## config.mk

```make
export PLATFORM = sky130hd
export DESIGN_NAME = rmte_front
export DESIGN_NICKNAME = d
export VERILOG_FILES = /design/src/rtl/rmte_pkg.sv /design/src/rtl/rmte_front.sv
export SDC_FILE = /design/constraint.sdc
export NUM_CORES = 1
export LEC_CHECK = 0
export BUFFER_PORTS_ARGS = -buffer_cell sky130_fd_sc_hd__buf_2
export CAP_MARGIN = 15
export CORE_MARGIN = 2
export CORE_UTILIZATION = 50
export CTS_CLUSTER_DIAMETER = 40
export DETAILED_ROUTE_END_ITERATION = 12
export GPL_TIMING_DRIVEN = 0
export PLACE_DENSITY = 0.74
export SLEW_MARGIN = 20
export SYNTH_ARGS = -nofsm -noshare
export SYNTH_HDL_FRONTEND = slang
export SYNTH_SLANG_ARGS = --single-unit
```

## constraint.sdc

```tcl
create_clock -name clk -period 4.67 [get_ports clk]
set_input_delay 0.2335 -clock clk [delete_from_list [all_inputs] [get_ports clk]]
set_output_delay 0.2335 -clock clk [all_outputs]
set_load 0.01 [all_outputs]
```

## src/rtl/rmte_pkg.sv

```systemverilog
`default_nettype none
package rmte_pkg;
	typedef logic signed [35:0] acc_t;
	typedef logic signed [15:0] angle_t;

	localparam int TAB_LEN = 24;
	localparam acc_t PI_Q30 = 36'sd3373259426;
	localparam logic [29:0] INV_GAIN_Q30 = 30'd652032874;
	localparam acc_t ANGLE_LIMIT = 36'sd25736;
	localparam acc_t HALF_LSB = 36'sd65536;

	typedef struct packed {
		acc_t a00;
		acc_t a10;
		acc_t a20n;
		acc_t a21;
		acc_t a22;
		acc_t a11;
		acc_t a12n;
	} vec_t;

	function automatic acc_t atan_q30(input logic [4:0] i);
		acc_t r;
		case (i)
			5'd0: r = 36'sd843314856;
			5'd1: r = 36'sd497837829;
			5'd2: r = 36'sd263043836;
			5'd3: r = 36'sd133525158;
			5'd4: r = 36'sd67021686;
			5'd5: r = 36'sd33543515;
			5'd6: r = 36'sd16775850;
			5'd7: r = 36'sd8388437;
			5'd8: r = 36'sd4194282;
			5'd9: r = 36'sd2097149;
			5'd10: r = 36'sd1048575;
			5'd11: r = 36'sd524287;
			5'd12: r = 36'sd262143;
			5'd13: r = 36'sd131071;
			5'd14: r = 36'sd65535;
			5'd15: r = 36'sd32767;
			5'd16: r = 36'sd16383;
			5'd17: r = 36'sd8191;
			5'd18: r = 36'sd4095;
			5'd19: r = 36'sd2047;
			5'd20: r = 36'sd1023;
			5'd21: r = 36'sd511;
			5'd22: r = 36'sd255;
			5'd23: r = 36'sd127;
			default: r = '0;
		endcase
		return r;
	endfunction

	// Q.30 radians to Q3.13 with rounding and clamp
	function automatic angle_t angle_out(input acc_t z);
		acc_t s;
		s = (z + HALF_LSB) >>> 17;
		if (s > ANGLE_LIMIT) begin
			s = ANGLE_LIMIT;
		end else if (s < -ANGLE_LIMIT) begin
			s = -ANGLE_LIMIT;
		end
		return 16'(s);
	endfunction
endpackage
`default_nettype wire

```

## src/rtl/rmte_front.sv

```systemverilog
`default_nettype none
module rmte_front #(
	parameter int ELEMENT_BITS = 16
) (
	input  wire logic                           clk,
	input  wire logic                           arst_n,
	input  wire logic                           push,
	output logic                                full,
	input  wire logic signed [ELEMENT_BITS-1:0] r00,
	input  wire logic signed [ELEMENT_BITS-1:0] r10,
	input  wire logic signed [ELEMENT_BITS-1:0] r20,
	input  wire logic signed [ELEMENT_BITS-1:0] r21,
	input  wire logic signed [ELEMENT_BITS-1:0] r22,
	input  wire logic signed [ELEMENT_BITS-1:0] r11,
	input  wire logic signed [ELEMENT_BITS-1:0] r12,
	output logic                                head_valid,
	input  wire logic                           head_take,
	output rmte_pkg::vec_t                      head
);
	localparam int EB = ELEMENT_BITS;
	localparam int DEPTH = 4;
	localparam int SHL = (EB <= 30) ? 30 - EB : 0;
	localparam int SHR = (EB > 30) ? EB - 30 : 0;
	localparam logic signed [EB-1:0] EMIN = {1'b1, {(EB-1){1'b0}}};
	localparam logic signed [EB-1:0] EMAX = {1'b0, {(EB-1){1'b1}}};

	typedef logic [7*EB-1:0] raw_t;

	raw_t       mem_q [DEPTH];
	logic [1:0] wr_q, rd_q;
	logic [2:0] cnt_q;
	logic       wr_en, rd_en;
	logic signed [EB-1:0] h00, h10, h20, h21, h22, h11, h12;

	function automatic rmte_pkg::acc_t to_q28(input logic signed [EB-1:0] e);
		rmte_pkg::acc_t t;
		t = 36'(e);
		t = (t <<< SHL) >>> SHR;
		return t;
	endfunction

	function automatic logic signed [EB-1:0] neg_sat(input logic signed [EB-1:0] e);
		return (e == EMIN) ? EMAX : -e;
	endfunction

	assign full = (cnt_q == 3'(DEPTH));
	assign head_valid = (cnt_q != '0);
	assign wr_en = push && !full;
	assign rd_en = head_take && head_valid;

	always_ff @(posedge clk) begin
		if (wr_en) begin
			mem_q[wr_q] <= {r00, r10, r20, r21, r22, r11, r12};
		end
	end

	always_ff @(posedge clk or negedge arst_n) begin
		if (!arst_n) begin
			wr_q <= '0;
			rd_q <= '0;
			cnt_q <= '0;
		end else begin
			if (wr_en) wr_q <= wr_q + 2'd1;
			if (rd_en) rd_q <= rd_q + 2'd1;
			cnt_q <= cnt_q + 3'(wr_en) - 3'(rd_en);
		end
	end

	assign {h00, h10, h20, h21, h22, h11, h12} = mem_q[rd_q];

	always_comb begin
		head.a00 = to_q28(h00);
		head.a10 = to_q28(h10);
		head.a20n = to_q28(neg_sat(h20));
		head.a21 = to_q28(h21);
		head.a22 = to_q28(h22);
		head.a11 = to_q28(h11);
		head.a12n = to_q28(neg_sat(h12));
	end
endmodule
`default_nettype wire

```

* Word-level counts from Yosys, hierarchy flattened *
Memories as Yosys holds them, arrays and structs flattened.
Index checks and enable logic that the tools add are counted.

operators by class
  add/sub/neg operators = 6
  reductions and logical operators = 4
  equal/unequal tests = 3
  muxes and demuxes = 4

operators by type and width
  cell                                          number
  equality test 16 bit (second input constant)  2
  2-to-1 mux 16 bit                             2
  negation 16 bit                               2
  adder 2 x 1 -> 2 bit (second input constant)  2
  adder 3 x 1 -> 3 bit                          1
  equality test 3 bit (second input constant)   1
  nonzero test 3 bit                            1
  subtractor 3 x 1 -> 3 bit                     1
  logical AND 1 bit                             2
  2-to-1 mux 1 bit                              2
  logical NOT 1 bit                             1

storage, ports and cells
  register bits = 7
  output and inout bits = 254
  RAM bits = 448
  memories = 1

memories
  name   depth  width  rd ports  clocked after memory_dff  write ports  RTL line          RTL
  mem_q  4      112    1         0                         1            rmte_front.sv:29  raw_t mem_q [DEPTH];

* Depth between registers and ports, before layout *
Gate-level depths: netlist (run 1).

  word-level depth = 5
  mapped depth = 11
  depth with buffers taken out = 10

* Least setup slack after synthesis (run 1) *
Ideal clock, no wire load.

  path kind = reg2reg
  from = register cnt_q[2]
  to = memory mem_q[0][0] (netlist name), enable pin
  stages on the path, launching flop included = 5
  arrival time = 3508 ps
  data required time = 4186 ps
  slack = 679 ps
  path buffers = 1
  path through = dfrtp_1 nor3b_1 nor2b_1 clkbuf_1 and2_1

on the way
  word-level cells in the longest chain between the ends = 5

ends and longest elaborated chain
  item                                    RTL line          RTL
  from (decl)                             rmte_front.sv:31  logic [2:0] cnt_q;
  from (signal assigned)                  rmte_front.sv:65  cnt_q <= cnt_q + 3'(wr_en) - 3'(rd_en);
  equality test 3 bit                     rmte_front.sv:46  assign full = (cnt_q == 3'(DEPTH));
  named net full                          rmte_front.sv:8   output logic full,
  logical NOT 1 bit                       rmte_front.sv:48  assign wr_en = push && !full;
  logical AND 1 bit                       rmte_front.sv:48
  2-to-1 mux 1 bit                        rmte_front.sv:52  if (wr_en) begin
  2-to-1 mux 1 bit (implied by the code)  rmte_front.sv:53  mem_q[wr_q] <= {r00, r10, r20, r21, r22, r11, r12};
  to (decl)                               rmte_front.sv:29

The timed path passes the listed nets, and every way through them passes these cells.

==> results.yml, run 1 <==
outcome:
  status: "finished, final reports clean"
min_path:
  hold_class: "in2async"
sta:
  min_period_over_period: 0.895
  hold_violations: 0
  maxSlewViolCount: 0
  rsz0062_at_grt: "false"
  min_period_ns: 4.18
  maxSlewHeadroom: 0.448
  worst_slew_pin_slew_ns: 0.829
  fmax_ghz: 0.239
  clock_skew_ns: 0.0101
  tns_ns: 0
  report.final.setup_viol: 0
global_routing:
  grt_usage: 0.198
  grt_pass1_vias: 9999
  grt_overflow: 0
  grt_max_degree: 45
  grt_pass1_wl_um: 57600
  antenna_found_initial: 4
critical_path:
  cp-endpoint: "head[33]"
  cp_data_required_time_ns: 4.44
  rr_worst_depth: 7
  worstSetupPathType: "reg2out"
  worst-path-max-fanout: 10
  worst_ep_arrival_time_ns: 3.94
  end_kind: "primary output"
  critPathLaunch: "rd_q[1]"
  cp-start-kind: "flip-flop"
  r2r-start: "rd_q[0]"
  r2r_slack_ns: 2.10
  timing.rr.end: "rd_q[1]"
clock_tree:
  clk_latency_ns: 0.55
  htreeDepth: 2
  numCtsBuffers: 51
  clk_pin_slew_worst_paths_ns: 0.06
  cts_tree: "yes"
  cts_sinks: 455
  clock-root-buffer: "clkbuf_16"
  clk_path_buf_depth: 3
placement:
  dpl.hpwl_um: 23900
  globalplace.congestion: 0.758
  io_buffers: 271
  postPlaceCellArea_um2: 21000
route:
  vias: 9722
  routedWlPerCell_um: 19.7
  drc: 0
  ant_nets: 0
  postRouteWirelength_um: 38000
  drt_pass1_iterations: 5
  via_per_inst: 5.02
  drtIter0Drc: 534
layout:
  synthToLayoutAreaGrowth_pct: 29.5
  final_area_um2: 23900
  nets: 1549
  final_util: 0.655
  drive_gt1_frac: 0.432
floorplan:
  die_y_um: 196
  die_area_um2: 38500
  io_pins: 370
  initial_core_util: 0.506
  core_um2: 36500
  die_w_um: 196
  rows: 70
synth:
  ys_warn_count: 0
  synthesis.instances: 880
  ys_seq_area_frac: 0.737
  synth.avg_cell_area_um2: 21.0
  synth_ff_type: "edfxtp_1"
  synth_edf_count: 448
  synth.largest_area_cell: "edfxtp_1"
  synth_top_area_frac: 0.728
  yosys-top-cells-area: "edfxtp_1 73%, mux4_2 12%, buf_4 5.7%"
  syn-cell-area_um2: 18500
  async_reset_ff_frac: 0.0154
  synth.distinct_cells: 49
  ys_ff_latch: 455
run:
  maxCapViolCount: 0
power_and_ir_drop:
  p_leak_uw: 0.00905
  p_per_area_nw_per_um2: 634
  ir_drop_mv: 0.408
final cells by class:
cell class	instances	area, µm²
Timing Repair Buffer	394	2730
Fill cell	2402	12600
Sequential cell	455	13600
Inverter	12	45.0
Buffer	168	1230
Antenna cell	3	7.51
Clock inverter	31	374
Multi-Input combinational cell	342	3960
Tap cell	468	586
Clock buffer	62	1380
state kept, by name, summed over array words and instances, names as in the netlist:
register,count
mem_q,448
wr_q,2
rd_q,2
cnt_q,3
cell families after synthesis:
group,share of synthesized area
AO/OA/AOI/OAI,0.00447
XOR/XNOR,0.00947
adder cells (fa/ha/maj),0.00650
buffers and inverters,0.0690
flip-flops,0.737
multiplexers,0.145
other,0.000203
AND/OR/NAND/NOR,0.0287
layer usage:
layer  global-route usage  wire length [µm]  up-vias
met3               0.0531              2900       65
met5                    0                27        -
li1                     -                 -     4415
met1                0.248             14800     4862
met2                0.337             19500      376
met4               0.0617               851        4
report_power, final:
part | leakage (µW) | internal (µW) | switching (µW)
registers | 0.00419 | 5380 | 185
clock network | 0.000845 | 2510 | 1560
logic | 0.00402 | 2560 | 2980
total | 0.00905 | 10400 | 4720
through the flow:
stage          worst slack [ns]  power, µW  hold WS, ns  instances
2_1_floorplan             0.679       9190      -0.0621        977
3_3_place_gp              -1.60      11100       0.0803       1716
3_5_place_dp              0.867      11100       0.0810       1726
4_1_cts                   0.234      15300       0.0299       1932
5_1_grt                   0.230      15900       0.0445       1933
6_report                  0.492      15200       0.0460       1935
timing repair:
action                                  in CTS  in global routing
hold buffers                               113                  0
endpoints found under the hold margin      455                  0
resized for setup                            0                  2
endpoints found under the setup margin       0                 10
setup buffers                                0                  0
placed cells by master (no fill, tap or decap), types with 8 or more instances in the layout:
| cell type | instances |
|---|---|
| inv_1 | 12 |
| edfxtp_1 | 448 |
| xnor2_1 | 16 |
| mux4_1 | 13 |
| buf_4 | 140 |
| nand2_1 | 17 |
| clkbuf_1 | 18 |
| clkbuf_16 | 53 |
| mux2i_1 | 8 |
| conb_1 | 98 |
| nor2_1 | 13 |
| buf_2 | 281 |
| mux4_2 | 100 |
| dlygate4sd3_1 | 113 |
| ha_1 | 8 |
| nand2b_1 | 12 |
worst max-delay path, stage by stage (launching register included):
cell,delay [ns]
dfrtp_1,0.55
buf_6,0.22
buf_6,0.18
buf_2,0.29
mux4_2,0.40
nor3_2,0.33
nor3b_4,0.38
nand4b_1,0.16
mux2i_1,0.53
buf_4,0.22
buf_2,0.13
synthesized netlist by cell type, drive strengths merged, types with 2 or more instances:
cell    count
a21o        2
a31oi       2
and2        5
buf       156
clkbuf     12
dfrtp       7
edfxtp    448
ha          8
inv        12
mux2i       8
mux4      113
nand2      17
nand2b     12
nand3       6
nand3b      2
nand4       3
nand4b      2
nor2       13
nor3        4
nor3b       5
nor4        4
o21ai       2
o31a        2
o31ai       2
or2         4
or4         2
xnor2      16
xor2        4
worst min path at each step:
stage / depth (start not counted) / startpoint / to
after floorplan: 0 / arst_n / cnt_q[0]
after global placement: 1 / arst_n / cnt_q[2]
after detailed placement: 1 / arst_n / cnt_q[2]
after CTS: 2 / arst_n / cnt_q[2]
after global routing: 2 / arst_n / cnt_q[2]
final: 2 / arst_n / cnt_q[2]
Power figures use the tool's default switching activity.
==> run 2, diff against run 1 <==
==> constraint.sdc (replaced) <==
create_clock -name clk -period 4.67 [get_ports clk]
set_input_delay 0.934 -clock clk [delete_from_list [all_inputs] [get_ports clk]]
set_output_delay 0.934 -clock clk [all_outputs]
set_load 0.01 [all_outputs]
==> results.yml, run 2 (synthesis gave the netlist of run 1 again) <==
global_routing:
  grt_max_degree: 45
  grt_overflow: 0
  grt_usage: 0.187
  grt_pass1_wl_um: 54200
  antenna_found_initial: 8
  grt_pass1_vias: 9288
floorplan:
  die_w_um: 196
  core_um2: 36500
  initial_core_util: 0.506
  rows: 70
  die_area_um2: 38500
  die_y_um: 196
  io_pins: 370
power_and_ir_drop:
  p_total_uw: 15100
  p_per_area_nw_per_um2: 659
  p_leak_uw: 0.00861
  ir_drop_mv: 0.460
sta:
  min_period_ns: 4.48
  hold_violations: 0
  maxSlewHeadroom: 0.527
  timing.hold.ws_ns: 0.208
  maxSlewViolCount: 0
  report.final.setup_viol: 0
  worst_slew_pin_slew_ns: 0.709
  fmax_ghz: 0.223
  min_period_over_period: 0.960
  rsz0062_at_grt: "false"
  clock_skew_ns: 0.00956
layout:
  synthToLayoutAreaGrowth_pct: 23.8
  nets: 1439
  drive_gt1_frac: 0.475
  final_common_cell: "edfxtp_1"
  largest_reg_flops: 448
  regMostFlops: "mem_q"
  final_cell_mix: "448 x edfxtp_1, 279 x buf_2, 143 x buf_4"
  reg_top3: "mem_q x448, cnt_q x3"
  fin_cells: 1826
clock_tree:
  numCtsBuffers: 51
  clk_path_buf_depth: 3
  clk_pin_slew_worst_paths_ns: 0.06
  cts_sinks: 455
  cts_tree: "yes"
  clk_latency_ns: 0.55
  htreeDepth: 2
  clock-root-buffer: "clkbuf_16"
critical_path:
  worst-path-max-fanout: 10
  path_common_cell: "buf_12"
  worstSetupPathType: "reg2out"
  cp.buffers_inverters: 5
  end_kind: "primary output"
  cp-start-kind: "flip-flop"
  crit_cells: 10
  crit_slowest_cell: "mux4_2"
  worst_ep_arrival_time_ns: 3.55
  cp_data_required_time_ns: 3.74
  path_cells: "buf_6, buf_12, buf_12, mux4_2, or4_4, nor3b_4, nand4b_1, mux2i_4, buf_4, buf_2"
  rr_worst_depth: 6
  slowest_delay_ns: 0.53
  crit_family: "simple AND/OR/NAND/NOR gates"
placement:
  dpl.hpwl_um: 23900
  io_buffers: 271
  place_inst: 1726
  globalplace.congestion: 0.758
route:
  vias: 9216
  drc: 0
  postRouteWirelength_um: 36000
  via_per_inst: 5.05
  ant_nets: 0
  drt_pass1_iterations: 5
  drtIter0Drc: 470
  routedWlPerCell_um: 19.7
outcome:
  status: "finished, final reports clean"
min_path:
  hold_class: "in2async"
run:
  maxCapViolCount: 0
==> run 2: final timing paths <==
path | startpoint | to | slack, ns
worst min-delay path | arst_n | cnt_q[2] | 0.21
worst max register to register | cnt_q[2] | mem_q[1][100] | 2.14
min in group clk | cnt_q[2] | cnt_q[2] | 0.49
worst max-delay path | rd_q[0] | head[32] | 0.19
max in group asynchronous | arst_n | rd_q[1] | 4.29
worst min register to register | cnt_q[2] | cnt_q[2] | 0.49
==> run 2: through the flow <==
stage	worst slack [ns]	utilization	setup TNS (ns)	cell area (µm²)
floorplan	0.298	-	0	18900
global placement	-2.09	0.569	-903.75	20800
detailed placement	0.167	0.576	0	21000
CTS	0.0168	0.625	0	22800
global route	0.00102	0.626	0	22900
finish	0.187	0.627	0	22900
==> run 2: layer usage <==
metal,vias to the layer above,share of wire,track usage
met2,351,0.50,0.310
met5,-,0.0019,0
met1,4585,0.39,0.236
met4,10,0.025,0.0589
met3,73,0.088,0.0615
li1,4197,-,-
==> run 2: cell type report <==
type,count,area [µm²]
antenna,4,10.0
buffer,168,1240
clock buffer,62,1380
clock inverter,31,374
fill,2534,13600
inverter,12,45.0
multi-input combinational,342,4000
sequential,455,13600
tap,468,586
timing repair buffer,284,1620
==> run 2: repair_timing <==
action                                  4_1_cts  5_1_grt
pin swaps                                     0        1
resized for setup                             8        7
hold buffers                                  0        0
endpoints found under the setup margin       71       37
endpoints found under the hold margin         0        0
buffers inserted                              0        3
==> run 2: report_power, final <==
part	internal, µW	switching [µW]
combinational	2530	2950
clock	2510	1550
sequential	5380	178
==> run 2: worst reg2reg max path, cell delays in order, from the launching register on <==
cell	delay, ns
dfrtp_1	0.40
nor3b_1	0.16
nor2b_1	0.12
clkbuf_1	0.29
and2_4	0.59
buf_16	0.34
buf_16	0.27
